--- config.mk ---
export PLATFORM = sky130hd
export DESIGN_NAME = bdp_front
export DESIGN_NICKNAME = d
export VERILOG_FILES = /design/src/design/bdp_pkg.sv /design/src/design/bdp_div.sv /design/src/design/bdp_front.sv
export SDC_FILE = /design/constraint.sdc
export NUM_CORES = 1
export LEC_CHECK = 0
export ABC_AREA = 1
export BUFFER_PORTS_ARGS = -buffer_cell sky130_fd_sc_hd__buf_2
export CORE_MARGIN = 4
export CORE_UTILIZATION = 55
export CTS_CLUSTER_DIAMETER = 30
export DETAILED_ROUTE_END_ITERATION = 10
export GPL_TIMING_DRIVEN = 0
export PLACE_DENSITY = 0.82
export SYNTH_ARGS = -nofsm -noshare
export SYNTH_HDL_FRONTEND = slang
export SYNTH_SLANG_ARGS = --single-unit
--- constraint.sdc ---
create_clock -name clk -period 4.9 [get_ports clk]
set_clock_uncertainty 0.1 [all_clocks]
set_input_delay 0 -clock clk [delete_from_list [all_inputs] [get_ports clk]]
set_output_delay 0 -clock clk [all_outputs]
set_load 0.02 [all_outputs]
--- src/design/bdp_pkg.sv ---
// Shared constants, types and helpers for the box downscaler.
`timescale 1ns / 1ps
package bdp_pkg;

    localparam int DEF_MAX_SRC_DIM = 1024;
    localparam int DEF_MAX_DST_DIM = 256;
    localparam int DEF_MAX_FACTOR  = 16;

    localparam int CFG_IDX_W  = 2;
    localparam int CFG_DATA_W = 11;
    localparam int SRC_CFG_W  = 11;
    localparam int DST_CFG_W  = 9;

    localparam logic [SRC_CFG_W-1:0] SRC_DIM_RESET = 11'd64;
    localparam logic [DST_CFG_W-1:0] DST_DIM_RESET = 9'd32;

    typedef enum logic [CFG_IDX_W-1:0] {
        REG_SRC_WIDTH  = 2'd0,
        REG_SRC_HEIGHT = 2'd1,
        REG_DST_WIDTH  = 2'd2,
        REG_DST_HEIGHT = 2'd3
    } bdp_reg_t;

    typedef struct packed {
        logic first;
        logic emit;
        logic last;
    } bdp_flags_t;

    // Truncating divide by 255 for a 16-bit value.
    function automatic logic [7:0] div255(input logic [15:0] x);
        logic [32:0] p;
        p = {17'd0, x} * 33'h08081;
        return p[30:23];
    endfunction

endpackage

--- src/design/bdp_div.sv ---
// Restoring divider, one quotient bit per cycle.
`timescale 1ns / 1ps
module bdp_div #(
    parameter int NW  = 16,
    parameter int DWD = 16
) (
    input  logic           clk,
    input  logic           rst_n,
    input  logic           start,
    input  logic [NW-1:0]  dividend,
    input  logic [DWD-1:0] divisor,
    output logic           done,
    output logic [NW-1:0]  quotient
);
    localparam int CNT_W = $clog2(NW + 1);

    logic             busy_reg;
    logic             done_reg;
    logic [CNT_W-1:0] cnt_reg;
    logic [NW-1:0]    num_reg;
    logic [DWD-1:0]   rem_reg;
    logic [DWD-1:0]   den_reg;
    logic [DWD:0]     trial;
    logic             ge;
    logic [DWD:0]     rem_sub;

    always_comb
    begin
        trial   = {rem_reg, num_reg[NW-1]};
        ge      = trial >= {1'b0, den_reg};
        rem_sub = ge ? (trial - {1'b0, den_reg}) : trial;
    end

    always_ff @(posedge clk or negedge rst_n)
    begin
        if (!rst_n)
        begin
            busy_reg <= 1'b0;
            done_reg <= 1'b0;
            cnt_reg  <= '0;
        end
        else if (start)
        begin
            busy_reg <= 1'b1;
            done_reg <= 1'b0;
            cnt_reg  <= CNT_W'(NW);
        end
        else if (busy_reg)
        begin
            cnt_reg <= cnt_reg - 1'b1;
            if (cnt_reg == CNT_W'(1))
            begin
                busy_reg <= 1'b0;
                done_reg <= 1'b1;
            end
        end
        else
        begin
            done_reg <= 1'b0;
        end
    end

    always_ff @(posedge clk)
    begin
        if (start)
        begin
            num_reg <= dividend;
            den_reg <= divisor;
            rem_reg <= '0;
        end
        else if (busy_reg)
        begin
            num_reg <= {num_reg[NW-2:0], ge};
            rem_reg <= rem_sub[DWD-1:0];
        end
    end

    assign done     = done_reg;
    assign quotient = num_reg;
endmodule

--- src/design/bdp_front.sv ---
// Front end: configuration, frame setup, pixel classification and item queue.
`timescale 1ns / 1ps
module bdp_front #(
    parameter int MAX_SRC_DIM = bdp_pkg::DEF_MAX_SRC_DIM,
    parameter int MAX_DST_DIM = bdp_pkg::DEF_MAX_DST_DIM,
    parameter int MAX_FACTOR  = bdp_pkg::DEF_MAX_FACTOR
) (
    input  logic                                clk,
    input  logic                                rst_n,
    input  logic                                cfg_we,
    input  logic [bdp_pkg::CFG_IDX_W-1:0]       cfg_index,
    input  logic [bdp_pkg::CFG_DATA_W-1:0]      cfg_wdata,
    input  logic                                in_valid,
    output logic                                in_ready,
    input  logic [31:0]                         source_pixel,
    output logic                                q_valid,
    input  logic                                q_ready,
    output logic [31:0]                         q_pixel,
    output logic [$clog2(MAX_DST_DIM)-1:0]      q_addr,
    output logic [7:0]                          q_x,
    output logic [7:0]                          q_y,
    output logic [2*$clog2(MAX_FACTOR+1)-1:0]   q_cnt,
    output bdp_pkg::bdp_flags_t                 q_flags
);
    import bdp_pkg::*;

    localparam int SRC_W = $clog2(MAX_SRC_DIM + 1);
    localparam int DST_W = $clog2(MAX_DST_DIM + 1);
    localparam int LW0   = (SRC_W > DST_W) ? SRC_W : DST_W;
    localparam int LW    = (LW0 > SRC_CFG_W) ? LW0 : SRC_CFG_W;
    localparam int FW    = $clog2(MAX_FACTOR + 1);
    localparam int AW    = $clog2(MAX_DST_DIM);
    localparam int CW    = 2 * FW;

    typedef enum logic [5:0] {
        S_IDLE = 6'b000001,
        S_DIVX = 6'b000010,
        S_DIVY = 6'b000100,
        S_DIVW = 6'b001000,
        S_DIVH = 6'b010000,
        S_PUSH = 6'b100000
    } front_state_t;

    front_state_t state_reg, state_next;

    logic [SRC_CFG_W-1:0] src_w_reg, src_h_reg;
    logic [DST_CFG_W-1:0] dst_w_reg, dst_h_reg;

    logic [LW-1:0] sw, sh, dw, dh;
    logic [31:0]   pix_reg, pix_next;
    logic [LW-1:0] c_reg, c_next, r_reg, r_next, bx_reg, bx_next, by_reg, by_next;
    logic [FW-1:0] cm_reg, cm_next, rm_reg, rm_next, f_reg, f_next;
    logic [LW-1:0] fx_reg, fx_next, uw_reg, uw_next, uh_reg, uh_next;
    logic [LW-1:0] ox_reg, ox_next, oy_reg, oy_next;

    logic          div_start, div_done;
    logic [LW-1:0] div_a, div_b, div_q;
    logic [LW-1:0] fm, uhv, c_inc, r_inc, x_sum, y_sum;
    logic          cwrap, rwrap, in_used, push, pop;

    logic [31:0]   qpix_reg   [2];
    logic [AW-1:0] qaddr_reg  [2];
    logic [7:0]    qx_reg     [2];
    logic [7:0]    qy_reg     [2];
    logic [CW-1:0] qcnt_reg   [2];
    bdp_flags_t    qflags_reg [2];
    logic          wp_reg, rp_reg;
    logic [1:0]    cnt_reg;

    always_comb
    begin
        if (src_w_reg == '0) sw = LW'(1);
        else if (LW'(src_w_reg) > LW'(MAX_SRC_DIM)) sw = LW'(MAX_SRC_DIM);
        else sw = LW'(src_w_reg);
        if (src_h_reg == '0) sh = LW'(1);
        else if (LW'(src_h_reg) > LW'(MAX_SRC_DIM)) sh = LW'(MAX_SRC_DIM);
        else sh = LW'(src_h_reg);
        if (dst_w_reg == '0) dw = LW'(1);
        else if (LW'(dst_w_reg) > LW'(MAX_DST_DIM)) dw = LW'(MAX_DST_DIM);
        else dw = LW'(dst_w_reg);
        if (dst_h_reg == '0) dh = LW'(1);
        else if (LW'(dst_h_reg) > LW'(MAX_DST_DIM)) dh = LW'(MAX_DST_DIM);
        else dh = LW'(dst_h_reg);
    end

    bdp_div #(.NW(LW), .DWD(LW)) u_div (
        .clk      (clk),
        .rst_n    (rst_n),
        .start    (div_start),
        .dividend (div_a),
        .divisor  (div_b),
        .done     (div_done),
        .quotient (div_q)
    );

    assign in_ready = (state_reg == S_IDLE);
    assign cwrap    = c_reg >= sw;
    assign rwrap    = r_reg >= sh;
    assign in_used  = (bx_reg < uw_reg) && (by_reg < uh_reg);
    assign c_inc    = c_reg + 1'b1;
    assign r_inc    = r_reg + 1'b1;
    assign x_sum    = ox_reg + bx_reg;
    assign y_sum    = oy_reg + by_reg;

    always_comb
    begin
        state_next = state_reg;
        pix_next   = pix_reg;
        c_next     = c_reg;
        r_next     = r_reg;
        bx_next    = bx_reg;
        by_next    = by_reg;
        cm_next    = cm_reg;
        rm_next    = rm_reg;
        f_next     = f_reg;
        fx_next    = fx_reg;
        uw_next    = uw_reg;
        uh_next    = uh_reg;
        ox_next    = ox_reg;
        oy_next    = oy_reg;
        div_start  = 1'b0;
        div_a      = sw;
        div_b      = dw;
        push       = 1'b0;
        fm         = (fx_reg > div_q) ? fx_reg : div_q;
        if (fm == '0) fm = LW'(1);
        if (fm > LW'(MAX_FACTOR)) fm = LW'(MAX_FACTOR);
        uhv        = (div_q > dh) ? dh : div_q;

        unique case (state_reg)
            S_IDLE:
            begin
                if (in_valid)
                begin
                    pix_next = source_pixel;
                    if (cwrap)
                    begin
                        c_next  = '0;
                        bx_next = '0;
                        cm_next = '0;
                    end
                    if (rwrap)
                    begin
                        r_next  = '0;
                        by_next = '0;
                        rm_next = '0;
                    end
                    if ((cwrap || c_reg == '0) && (rwrap || r_reg == '0))
                    begin
                        state_next = S_DIVX;
                        div_start  = 1'b1;
                    end
                    else
                    begin
                        state_next = S_PUSH;
                    end
                end
            end
            S_DIVX:
            begin
                if (div_done)
                begin
                    fx_next    = div_q;
                    div_start  = 1'b1;
                    div_a      = sh;
                    div_b      = dh;
                    state_next = S_DIVY;
                end
            end
            S_DIVY:
            begin
                if (div_done)
                begin
                    f_next     = fm[FW-1:0];
                    div_start  = 1'b1;
                    div_a      = sw;
                    div_b      = fm;
                    state_next = S_DIVW;
                end
            end
            S_DIVW:
            begin
                if (div_done)
                begin
                    uw_next    = (div_q > dw) ? dw : div_q;
                    div_start  = 1'b1;
                    div_a      = sh;
                    div_b      = LW'(f_reg);
                    state_next = S_DIVH;
                end
            end
            S_DIVH:
            begin
                if (div_done)
                begin
                    uh_next    = uhv;
                    ox_next    = (dw - uw_reg) >> 1;
                    oy_next    = (dh - uhv) >> 1;
                    state_next = S_PUSH;
                end
            end
            S_PUSH:
            begin
                if (!in_used || cnt_reg != 2'd2)
                begin
                    push       = in_used;
                    state_next = S_IDLE;
                    if (c_inc >= sw)
                    begin
                        c_next  = '0;
                        bx_next = '0;
                        cm_next = '0;
                        if (r_inc >= sh)
                        begin
                            r_next  = '0;
                            by_next = '0;
                            rm_next = '0;
                        end
                        else
                        begin
                            r_next = r_inc;
                            if (rm_reg == f_reg - 1'b1)
                            begin
                                rm_next = '0;
                                by_next = by_reg + 1'b1;
                            end
                            else
                            begin
                                rm_next = rm_reg + 1'b1;
                            end
                        end
                    end
                    else
                    begin
                        c_next = c_inc;
                        if (cm_reg == f_reg - 1'b1)
                        begin
                            cm_next = '0;
                            bx_next = bx_reg + 1'b1;
                        end
                        else
                        begin
                            cm_next = cm_reg + 1'b1;
                        end
                    end
                end
            end
            default:
            begin
                state_next = S_IDLE;
            end
        endcase
    end

    assign q_valid = (cnt_reg != 2'd0);
    assign pop     = q_valid && q_ready;
    assign q_pixel = qpix_reg[rp_reg];
    assign q_addr  = qaddr_reg[rp_reg];
    assign q_x     = qx_reg[rp_reg];
    assign q_y     = qy_reg[rp_reg];
    assign q_cnt   = qcnt_reg[rp_reg];
    assign q_flags = qflags_reg[rp_reg];

    always_ff @(posedge clk or negedge rst_n)
    begin
        if (!rst_n)
        begin
            state_reg <= S_IDLE;
            src_w_reg <= SRC_DIM_RESET;
            src_h_reg <= SRC_DIM_RESET;
            dst_w_reg <= DST_DIM_RESET;
            dst_h_reg <= DST_DIM_RESET;
            c_reg     <= '0;
            r_reg     <= '0;
            bx_reg    <= '0;
            by_reg    <= '0;
            cm_reg    <= '0;
            rm_reg    <= '0;
            f_reg     <= FW'(1);
            fx_reg    <= '0;
            uw_reg    <= '0;
            uh_reg    <= '0;
            ox_reg    <= '0;
            oy_reg    <= '0;
            wp_reg    <= 1'b0;
            rp_reg    <= 1'b0;
            cnt_reg   <= '0;
        end
        else
        begin
            state_reg <= state_next;
            c_reg     <= c_next;
            r_reg     <= r_next;
            bx_reg    <= bx_next;
            by_reg    <= by_next;
            cm_reg    <= cm_next;
            rm_reg    <= rm_next;
            f_reg     <= f_next;
            fx_reg    <= fx_next;
            uw_reg    <= uw_next;
            uh_reg    <= uh_next;
            ox_reg    <= ox_next;
            oy_reg    <= oy_next;
            if (cfg_we)
            begin
                unique case (bdp_reg_t'(cfg_index))
                    REG_SRC_WIDTH:  src_w_reg <= cfg_wdata[SRC_CFG_W-1:0];
                    REG_SRC_HEIGHT: src_h_reg <= cfg_wdata[SRC_CFG_W-1:0];
                    REG_DST_WIDTH:  dst_w_reg <= cfg_wdata[DST_CFG_W-1:0];
                    REG_DST_HEIGHT: dst_h_reg <= cfg_wdata[DST_CFG_W-1:0];
                    default:        src_w_reg <= src_w_reg;
                endcase
            end
            if (push) wp_reg <= ~wp_reg;
            if (pop)  rp_reg <= ~rp_reg;
            cnt_reg <= cnt_reg + {1'b0, push} - {1'b0, pop};
        end
    end

    always_ff @(posedge clk)
    begin
        pix_reg <= pix_next;
        if (push)
        begin
            qpix_reg[wp_reg]         <= pix_reg;
            qaddr_reg[wp_reg]        <= bx_reg[AW-1:0];
            qx_reg[wp_reg]           <= x_sum[7:0];
            qy_reg[wp_reg]           <= y_sum[7:0];
            qcnt_reg[wp_reg]         <= CW'(f_reg) * CW'(f_reg);
            qflags_reg[wp_reg].first <= (cm_reg == '0) && (rm_reg == '0);
            qflags_reg[wp_reg].emit  <= (cm_reg == f_reg - 1'b1) && (rm_reg == f_reg - 1'b1);
            qflags_reg[wp_reg].last  <= (bx_reg == uw_reg - 1'b1) && (by_reg == uh_reg - 1'b1);
        end
    end
endmodule

Word-level counts from Yosys, hierarchy flattened
Memory sizes are Yosys's and may differ from the RTL's.
Cells that the tools add are included.
W data, S select, Z words.
{ "totals": {"regBits": 229, "mem_bits_rw": 138, "output_inout_bits": 71, "wordCells": 213, "n_memories": 6} }
{ "mem_list": {"columns": ["memory", "words", "word_bits", "read_ports", "rd_clocked_by_memory_dff", "wr", "line_no", "source"], "rows": [
  ["qpix_reg", 2, 32, 1, 0, 1, "bdp_front.sv:61", "logic [31:0] qpix_reg [2];"],
  ["qcnt_reg", 2, 10, 1, 0, 1, "bdp_front.sv:65", "logic [CW-1:0] qcnt_reg [2];"],
  ["qaddr_reg", 2, 8, 1, 0, 1, "bdp_front.sv:62", "logic [AW-1:0] qaddr_reg [2];"],
  ["qx_reg", 2, 8, 1, 0, 1, "bdp_front.sv:63", "logic [7:0] qx_reg [2];"],
  ["qy_reg", 2, 8, 1, 0, 1, "bdp_front.sv:64", "logic [7:0] qy_reg [2];"],
  ["qflags_reg", 2, 3, 1, 0, 1, "bdp_front.sv:66", "bdp_flags_t qflags_reg [2];"]
]} }
{ "op_classes": {"addsub": 17, "n_mul": 1, "n_lt_le_gt_ge": 15, "n_eq_ne": 27, "muxes": 79, "n_bitwise": 2, "reduce_logical": 39} }
{ "op_table": {"columns": ["cell", "count"], "rows": [
  ["$mux W11", 33],
  ["$pmux W11 S2", 4],
  ["$logic_not A11 Y1", 5],
  ["$mux W5", 11],
  ["$add A11 B1 Y11 const B", 4],
  ["$ge A11 B11 Y1", 4],
  ["$mux W6", 7],
  ["$mux W9", 4],
  ["$pmux W6 S6", 1],
  ["$gt A11 B11 Y1", 3],
  ["$pmux W11 S3", 1],
  ["$eq A11 B11 Y1", 2],
  ["$gt A11 B11 Y1 const B", 2],
  ["$lt A11 B11 Y1", 2],
  ["$sub A11 B1 Y11 const B", 2],
  ["$pmux W5 S2", 2],
  ["$gt A9 B9 Y1 const B", 2],
  ["$logic_not A9 Y1", 2],
  ["$reduce_and A2 Y1", 9],
  ["$sub A9 B9 Y9", 2],
  ["$add A8 B8 Y8", 2],
  ["$mux W1", 13],
  ["$ge A12 B11 Y1", 1],
  ["$ne A2 B1 Y1 const B", 6],
  ["34 further kinds", 56]
]} }

Longest topological paths before layout
Gate-level depths: netlist (run 1).
{ "logic_depth": {"word_depth": 10, "depth_mapped": 31, "mapped_depth_nobuf": 29} }

Hierarchy
Synthesis (run 1) repeated with hierarchy kept, for this count alone.
{ "hier_totals": {"cells_unflattened": 2483, "hier_area_um2": 21290.4} }
{ "by_module_without_submodules": {"columns": ["mod", "instances", "cells_per_inst", "area_each_um2", "seq_area_each_um2"], "rows": [
  ["bdp_front", 1, 2180, 18940.7, 9006.1],
  ["bdp_div", 1, 303, 2349.8, 1031.0]
]} }

Least setup slack after synthesis (run 1)
OpenSTA, ideal clock, no wires.
{ "synth_path": {"kind": "flip-flop to flip-flop", "start": "reg uw_reg[1]", "end": "mem qaddr_reg[0][0] (netlist bit) (enable)", "arrival_ps": 4483, "required_ps": 4306, "path_slack_ps": -177, "stages_incl_launch_ff": 13, "path_buffers": 0, "period_less_slack_ps": 5077, "path_cell_list": "dfrtp_1 inv_1 ha_1 inv_1 nor2_1 o21a_1 o211ai_1 o2111ai_1 nor2_1 nand2_1 nor2_1 inv_1 nor2_1"} }
{ "synth_via": {"elab_chain_cells": 8} }
{ "synth_rtl": {"columns": ["item", "line_no", "source"], "rows": [
  ["start, declared", "bdp_front.sv:53", "logic [LW-1:0] fx_reg, fx_next, uw_reg, uw_next, uh_reg, uh_next;"],
  ["start signal, assigned", "bdp_front.sv:300", "uw_reg <= uw_next;"],
  ["$lt A11 B11 Y1 (*)", "bdp_front.sv:99", "assign in_used = (bx_reg < uw_reg) && (by_reg < uh_reg);"],
  ["$logic_and A1 B1 Y1 (*)", "bdp_front.sv:99", null],
  ["$logic_not A1 Y1", "bdp_front.sv:204", "if (!in_used || cnt_reg != 2'd2)"],
  ["$logic_or A1 B1 Y1", "bdp_front.sv:204", null],
  ["$mux W1 (*)", "bdp_front.sv:204", null],
  ["$mux W1 (*)", "bdp_front.sv:130", "unique case (state_reg)"],
  ["via push", "bdp_front.sv:59", "logic cwrap, rwrap, in_used, push, pop;"],
  ["$mux W1 (*)", "bdp_front.sv:323", "if (push)"],
  ["$mux W1 (not written as such) (*)", "bdp_front.sv:326", "qaddr_reg[wp_reg] <= bx_reg[AW-1:0];"],
  ["end, declared", "bdp_front.sv:62", null]
]} }
The timed path passes the listed nets; every way through them passes the cells marked *.

Worst setup path after layout (run 1)
{ "layout_path": {"start": "reg dst_h_reg[2]", "end": "reg oy_reg[7]"} }
{ "layout_via": {"elab_chain_cells": 6, "word_cells_on_any_way": 7, "classes_between": "add/sub (1); order compare (2); mux (3); reduce/logical (1)"} }
{ "layout_rtl": {"columns": ["item", "line_no", "source"], "rows": [
  ["start, declared", "bdp_front.sv:47", "logic [DST_CFG_W-1:0] dst_w_reg, dst_h_reg;"],
  ["start signal, assigned", "bdp_front.sv:310", "REG_DST_HEIGHT: dst_h_reg <= cfg_wdata[DST_CFG_W-1:0];"],
  ["$gt A9 B9 Y1", "bdp_front.sv:82", "else if (LW'(dst_h_reg) > LW'(MAX_DST_DIM)) dh = LW'(MAX_DST_DIM);"],
  ["$mux W9", "bdp_front.sv:82", null],
  ["$mux W9 (*)", "bdp_front.sv:81", "if (dst_h_reg == '0) dh = LW'(1);"],
  ["$gt A11 B11 Y1", "bdp_front.sv:128", "uhv = (div_q > dh) ? dh : div_q;"],
  ["$mux W11", "bdp_front.sv:128", null],
  ["$sub A9 B9 Y9 (*)", "bdp_front.sv:198", "oy_next = (dh - uhv) >> 1;"],
  ["end signal, assigned", "bdp_front.sv:303", "oy_reg <= oy_next;"],
  ["end, declared", "bdp_front.sv:54", "logic [LW-1:0] ox_reg, ox_next, oy_reg, oy_next;"]
]} }
Every way passes the cells marked *; elsewhere a longest branch is shown, timed or not.
A chain may end at the register's enable or synchronous reset.

==> impl_metrics.env, run 1 <==
export IMPL_outcome="finished clean"
export IMPL_cts_htree_levels=3
export IMPL_slowest_stage="dfrtp_1"
export IMPL_cts_root_buf="clkbuf_16"
export IMPL_peakVddDrop_v=0.0003078
export IMPL_switching_power_uw=5442
export IMPL_clkPwrFrac_pct=35.7
export IMPL_p_leak_uw=0.01205
export IMPL_placed_area_um2=22340
export IMPL_p_comb_share_pct=35.4
export IMPL_cpMostUsedCell="nand2_1"
export IMPL_power_density_nw_per_um2=548.8
export IMPL_viasPerCell=5.594
export IMPL_yosysSeqAreaShare_pct=47.95
export IMPL_dp_hpwl_um=39800
export IMPL_drc=0
export IMPL_synth_edf_count=190
export IMPL_clk_pin_slew_worst_paths_ps=50
export IMPL_crit_arrival_ps=4970
export IMPL_antenna_found_initial=0
export IMPL_multi_input_area_um2=9558
export IMPL_syn_avg_cell_area_um2=8.844
export IMPL_firstDrtPassIters=6
export IMPL_hold_path_class="in -> reg"
export IMPL_num_vias=17920
export IMPL_crit_path_end_kind="flop"
export IMPL_fp_row_count=71
export IMPL_maxCapViolCount=0
export IMPL_final_nets=2856
export IMPL_cts_tree="done"
export IMPL_setup_ws_ps=337.3
export IMPL_start_kind="flop"
export IMPL_wl_um=57210
export IMPL_period_share_pct=93.12
export IMPL_slew_headroom_pct=40.14
export IMPL_netlist_instances=2367
export IMPL_ys_types=65
export IMPL_chipHeight_um=203.1
export IMPL_drtAntennaViolNets=0
export IMPL_grt_pass1_vias=18460
export IMPL_grt_util_all_layers_pct=27.71
export IMPL_fin_area_um2=25570
export IMPL_ys_ff_latch=365
export IMPL_num_antenna_cells=0
export IMPL_intPower_uw=8589
export IMPL_ys_warn_count=0
export IMPL_overflow=0
export IMPL_clk_path_buf_depth=3
export IMPL_fin_hold_ws_ps=32.09
export IMPL_clk_latency_ps=600
export IMPL_regArea_um2=10040
export IMPL_cp_slowest_stage_delay_ps=410
export IMPL_async_reset_ff_share_pct=44.93
export IMPL_pwr_share_seq_pct=28.9
export IMPL_path_class="reg -> reg"
export IMPL_initial_core_util_pct=55.71
export IMPL_cts_buffers=74
export IMPL_layout_cells_non_filler=3204
export IMPL_path_max_fanout=10
export IMPL_numClockSinks=365
export IMPL_globalplace_congestion=0.9749
export IMPL_finalPower_uw=14030
export IMPL_max_freq_mhz=219.2
export IMPL_finalSetupViolations=0
export IMPL_rsz0062_at_grt="no"
export IMPL_dieArea_um2=41250
export IMPL_area_growth_pct=22.14
export IMPL_io_pin_count=121
export IMPL_detail_route_wl_per_cell_um=17.86
export IMPL_swShare_pct=38.78
export IMPL_final_max_slew_viol_count=0
export IMPL_tightest_slew_ps=886.6
export IMPL_dp_slack_ps=-261.3
export IMPL_grt_pass1_wl_um=92720
export IMPL_core_area_um2=37580
export IMPL_dp_cells=3005
export IMPL_die_x_um=203.1
export IMPL_port_buffers=119
export IMPL_initialDrtViolationCount=1454
export IMPL_fin_crit_ps=4563
export IMPL_fillers=2745
export IMPL_hold_viol=0
export IMPL_grt_start_max_net_pins=107
export IMPL_drive_above_1_share_pct=12.74
export IMPL_required_ps=5300
export IMPL_largest_reg_flops=64
export IMPL_synthFlopType="edfxtp_1"
export IMPL_syn_area_um2=20930
layout by cell type (no fill, tap or decap), drive strengths merged, types with 6 or more instances in the layout:
cell and count:
or2 10, nand3b 6, inv 305, a21oi 102, clkbuf 131, nor2 147, fa 8, xor2 87
dfrtp 158, o211ai 15, nand2 618, xnor2 24, o31ai 6, clkinv 32, dlygate4sd3 58, buf 149
nor4 12, bufinv 7, dfxtp 11, ha 165, edfxtp 190, nand3 105, nand4 32, o21ai 201
nor3 43, nor3b 6, dfstp 6
kinds of logic (layout without fill, tap and decap cells):
| family | count (synthesis) | in the layout | synth area share, % |
|---|---|---|---|
| buf+inv | 363 | 687 | 6.808 |
| flops | 365 | 365 | 47.95 |
| xor+xnor | 111 | 111 | 4.680 |
| fa+ha+maj | 173 | 173 | 10.63 |
| compound gates | 370 | 370 | 9.796 |
| other cells | 1 | 3 | 0.01791 |
| simple gates | 984 | 984 | 20.12 |
power by group through the flow:
stage,Combinational (uW),Sequential [uW],Clock [uW]
global route,5530,4080,5240
finish,4970,4050,5010
CTS,4850,4030,5060
detailed placement,4730,4080,0
global placement,4570,4060,0
floorplan,3370,3950,0
Yosys cell counts, types with 15 or more instances:
| cell | count | area (um2) |
|---|---|---|
| nor3_1 | 41 | 205.2 |
| xor2_1 | 86 | 753.2 |
| nand4_1 | 31 | 193.9 |
| nand3_1 | 102 | 510.5 |
| nand2_1 | 613 | 2301 |
| o21ai_0 | 191 | 955.9 |
| nor2_1 | 138 | 518.0 |
| edfxtp_1 | 190 | 5705 |
| o211ai_1 | 15 | 112.6 |
| ha_1 | 165 | 2064 |
| a21oi_1 | 101 | 505.5 |
| xnor2_1 | 24 | 210.2 |
| inv_1 | 285 | 1070 |
| dfrtp_1 | 158 | 3954 |
| clkbuf_1 | 46 | 172.7 |
stage by stage:
stage / util (%) / setup TNS [ps]
floorplan: - / -24080
global route: 68.05 / 0
finish: 68.05 / 0
CTS: 67.88 / 0
detailed placement: 59.44 / -261.3
global placement: 59.02 / -280290
what timing repair did:
| item | in CTS | in global routing |
|---|---|---|
| hold buffers | 59 | 0 |
| gates resized for setup | 7 | 16 |
| buffers inserted | 1 | 3 |
| hold endpoints to repair | 277 | 0 |
| endpoints found under the setup margin | 1 | 1 |
| pin swaps | 0 | 2 |
cell type report:
type | instances | area share (%)
sequential | 365 | 39.25
timing repair buffer | 188 | 5.363
buffer | 65 | 1.223
tap | 511 | 2.500
inverter | 298 | 4.375
clock buffer | 85 | 7.638
multi-input combinational | 1641 | 37.38
clock inverter | 51 | 2.266
critical path, delay by kind of cell, from the launching register on:
| family | cells | cell delay [ps] |
|---|---|---|
| AND/OR/NAND/NOR | 15 | 1600 |
| adder cells (fa/ha/maj) | 2 | 720 |
| buffers and inverters | 7 | 790 |
| flip-flops | 1 | 410 |
| AO/OA/AOI/OAI | 7 | 850 |
layer usage:
metal	track usage, %	vias to the layer above	wire length (um)
met5	0	-	0
met4	13.35	0	2656
met3	4.967	178	3870
met2	47.78	771	27830
met1	33.84	8524	22860
li1	-	8450	-
worst paths after layout:
check | from | to | slack (ps) | cells past startpoint
worst max-delay path | dst_h_reg[2]$_DFFE_PN0P_ | oy_reg[7]$_DFFE_PN0P_ | 340 | 31
min in group asynchronous | rst_n | dst_w_reg[5]$_DFFE_PN1P_ | 420 | 3
worst max register to register | dst_h_reg[2]$_DFFE_PN0P_ | oy_reg[7]$_DFFE_PN0P_ | 340 | 31
max in group asynchronous | rst_n | rm_reg[3]$_DFFE_PN0P_ | 3590 | 4
worst min register to register | pix_reg[29]$_DFFE_PP_ | qpix_reg[0][29]$_DFFE_PP_ | 330 | 0
worst min-delay path | source_pixel[9] | pix_reg[9]$_DFFE_PP_ | 30 | 2
No activity file was read; power rests on OpenSTA's default activity.
==> run 2, diff against run 1 <==
BUFFER_PORTS_ARGS = unset   (was -buffer_cell sky130_fd_sc_hd__buf_2)
DONT_BUFFER_PORTS = 1   (was unset)
PLACE_DENSITY = 0.79   (was 0.82)
SYNTH_HIERARCHICAL = 1   (was unset)
==> impl_metrics.env, run 2 <==
export IMPL_synth_common_cells="nand2_1 (703), inv_1 (285), edfxtp_1 (190)"
export IMPL_dp_hpwl_um=40500
export IMPL_maxCapViolCount=0
export IMPL_finalSetupViolations=0
export IMPL_start_kind="flop"
export IMPL_initial_core_util_pct=56.13
export IMPL_clk_latency_ps=620
export IMPL_slowest_stage="or4_1"
export IMPL_peakVddDrop_v=0.0004338
export IMPL_overflow=0
export IMPL_final_common_cell="nand2_1"
export IMPL_largest_reg_flops=64
export IMPL_dp_cells=3002
export IMPL_ys_warn_count=6
export IMPL_final_max_slew_viol_count=0
export IMPL_placed_area_um2=22080
export IMPL_power_density_nw_per_um2=549.8
export IMPL_fp_row_count=71
export IMPL_port_buffers=0
export IMPL_numClockSinks=365
export IMPL_crit_arrival_ps=4760
export IMPL_ys_top_cells_by_area="edfxtp_1 (27%), dfrtp_1 (19%), nand2_1 (12%)"
export IMPL_required_ps=5060
export IMPL_tightest_slew_ps=887.6
export IMPL_fin_crit_ps=4601
export IMPL_cts_root_buf="clkbuf_16"
export IMPL_syn_avg_cell_area_um2=8.574
export IMPL_final_core_util_pct=67.94
export IMPL_synth_top_area_share_pct=26.80
export IMPL_final_cell_mix="nand2_1 (702), inv_1 (283), edfxtp_1 (190)"
export IMPL_detail_route_wl_per_cell_um=19.50
export IMPL_initialDrtViolationCount=1885
export IMPL_firstDrtPassIters=7
export IMPL_synth_most_common_cell="nand2_1"
export IMPL_async_reset_ff_share_pct=44.93
export IMPL_clk_path_buf_depth=3
export IMPL_cts_buffers=76
export IMPL_clk_pin_slew_worst_paths_ps=50
export IMPL_ys_ff_latch=365
export IMPL_netlist_instances=2483
export IMPL_drtAntennaViolNets=0
export IMPL_cts_htree_levels=3
export IMPL_final_nets=2881
export IMPL_hold_viol=10
export IMPL_max_freq_mhz=217.3
export IMPL_p_leak_uw=0.01208
export IMPL_crit_chain="or2_2 -> nor4_1 -> nor2_1 -> inv_2 -> nand2_1 -> ha_1 -> nand2_1 -> or4_1 -> nand3_1 -> a31o_2 -> nand2_1 -> inv_1 -> nand2_1 -> o21ai_2 -> buf_6 -> nor2_4 -> buf_4 -> clkinvlp_4 -> buf_4"
export IMPL_yosysSeqAreaShare_pct=47.14
export IMPL_dieArea_um2=41920
export IMPL_drive_above_1_share_pct=9.071
export IMPL_ys_types=63
export IMPL_num_vias=18520
export IMPL_cpMostUsedCell="nand2_1"
export IMPL_syn_area_um2=21290
export IMPL_cts_tree="done"
export IMPL_viasPerCell=5.725
export IMPL_grt_pass1_wl_um=98640
export IMPL_drc=0
export IMPL_grt_util_all_layers_pct=29.89
export IMPL_failed_checks="negative hold slack"
export IMPL_chipHeight_um=204.8
export IMPL_cp_slowest_stage_delay_ps=540
export IMPL_crit_path_end_kind="flop"
export IMPL_top_layer="met4"
export IMPL_fin_area_um2=25770
export IMPL_io_pin_count=121
export IMPL_worst_path_buf_inv=6
export IMPL_grt_pass1_vias=18420
export IMPL_synth_edf_count=190
export IMPL_die_x_um=204.8
export IMPL_num_antenna_cells=0
export IMPL_antenna_found_initial=0
export IMPL_period_share_pct=93.91
export IMPL_path_max_fanout=13
export IMPL_wl_um=63080
export IMPL_crit_family="simple AND/OR/NAND/NOR gates"
export IMPL_area_growth_pct=21.04
export IMPL_rsz0062_at_grt="yes"
export IMPL_hold_path_class="in -> async"
export IMPL_globalplace_congestion=0.9652
export IMPL_outcome="finished with violations"
export IMPL_fin_hold_ws_ps=-28.31
export IMPL_path_class="reg -> reg"
export IMPL_synthFlopType="edfxtp_1"
export IMPL_synth_top_area_cell="edfxtp_1"
export IMPL_met2_wirelength_um=30200
export IMPL_wl_met1_um=24420
export IMPL_slew_headroom_pct=40.83
export IMPL_layout_cells_non_filler=3234
export IMPL_grt_start_max_net_pins=165
export IMPL_wl_met3_um=5284
export IMPL_core_area_um2=37930
==> run 2: cell types whose count changed after synthesis, sizes merged, moves of 13 or more <==
cell	before	now
nand4	32	45
nor3	43	29
nand3	105	142
o211ai	15	1
nor2	147	174
nand2	618	721
o21ai	201	184
==> run 2: per-layer routing <==
layer / up-vias / track usage [%]
li1: 8616 / -
met5: - / 0
met3: 245 / 7.171
met4: 0 / 14.19
met2: 925 / 50.68
met1: 8729 / 36.05
==> run 2: per-stage QoR <==
stage	setup WS [ps]	power [uW]	TNS (ps)
4_1_cts	51.04	13970	0
5_1_grt	-15.65	14910	-15.65
2_1_floorplan	-242.5	7274	-32980
3_3_place_gp	-2046	8314	-327920
6_report	298.5	14170	0
3_5_place_dp	-993.3	8479	-21210
==> run 2: report_power, final <==
group          total (uW)  internal, uW  switching (uW)  leakage [uW]
logic                4700          1420            3280       0.00675
clock network        5380          3380            2000       0.00127
registers            4090          3680             412       0.00406
==> run 2: path summary, 6_finish.rpt <==
path	start	end	slack, ps	cells after the start
worst max-delay path	src_h_reg[4]$_DFFE_PN0P_	u_div/quotient[0]$_DFFE_PP_	300	19
worst min-delay path	rst_n	dst_w_reg[0]$_DFFE_PN0P_	-30	2
worst max register to register	src_h_reg[4]$_DFFE_PN0P_	u_div/quotient[0]$_DFFE_PP_	300	19
worst min register to register	pix_reg[4]$_DFFE_PP_	qpix_reg[1][4]$_DFFE_PP_	320	0
max in group asynchronous	rst_n	ox_reg[3]$_DFFE_PN0P_	4010	2
min in group clk	cfg_wdata[10]	src_w_reg[10]$_DFFE_PN0P_	50	3
==> run 2: layout make-up <==
type | instances | area [um2]
inverter | 298 | 1125
fill | 2762 | 12160
buffer | 65 | 305.3
sequential | 365 | 10040
multi-input combinational | 1754 | 9877
timing repair buffer | 100 | 1080
clock buffer | 85 | 1977
clock inverter | 56 | 729.5
tap | 511 | 639.4
==> run 2: repair_timing <==
item,4_1_cts,5_1_grt
setup endpoints to repair,37,24
gates resized for setup,7,10
hold buffers,92,0
hold endpoints to repair,296,0
setup buffers,1,1
==> run 2: logic make-up after synthesis <==
| family | synth area share, % |
|---|---|
| compound gates | 8.498 |
| xor+xnor | 4.319 |
| fa+ha+maj | 10.33 |
| buf+inv | 6.717 |
| flops | 47.14 |
| other cells | 0.01761 |
| simple gates | 22.97 |
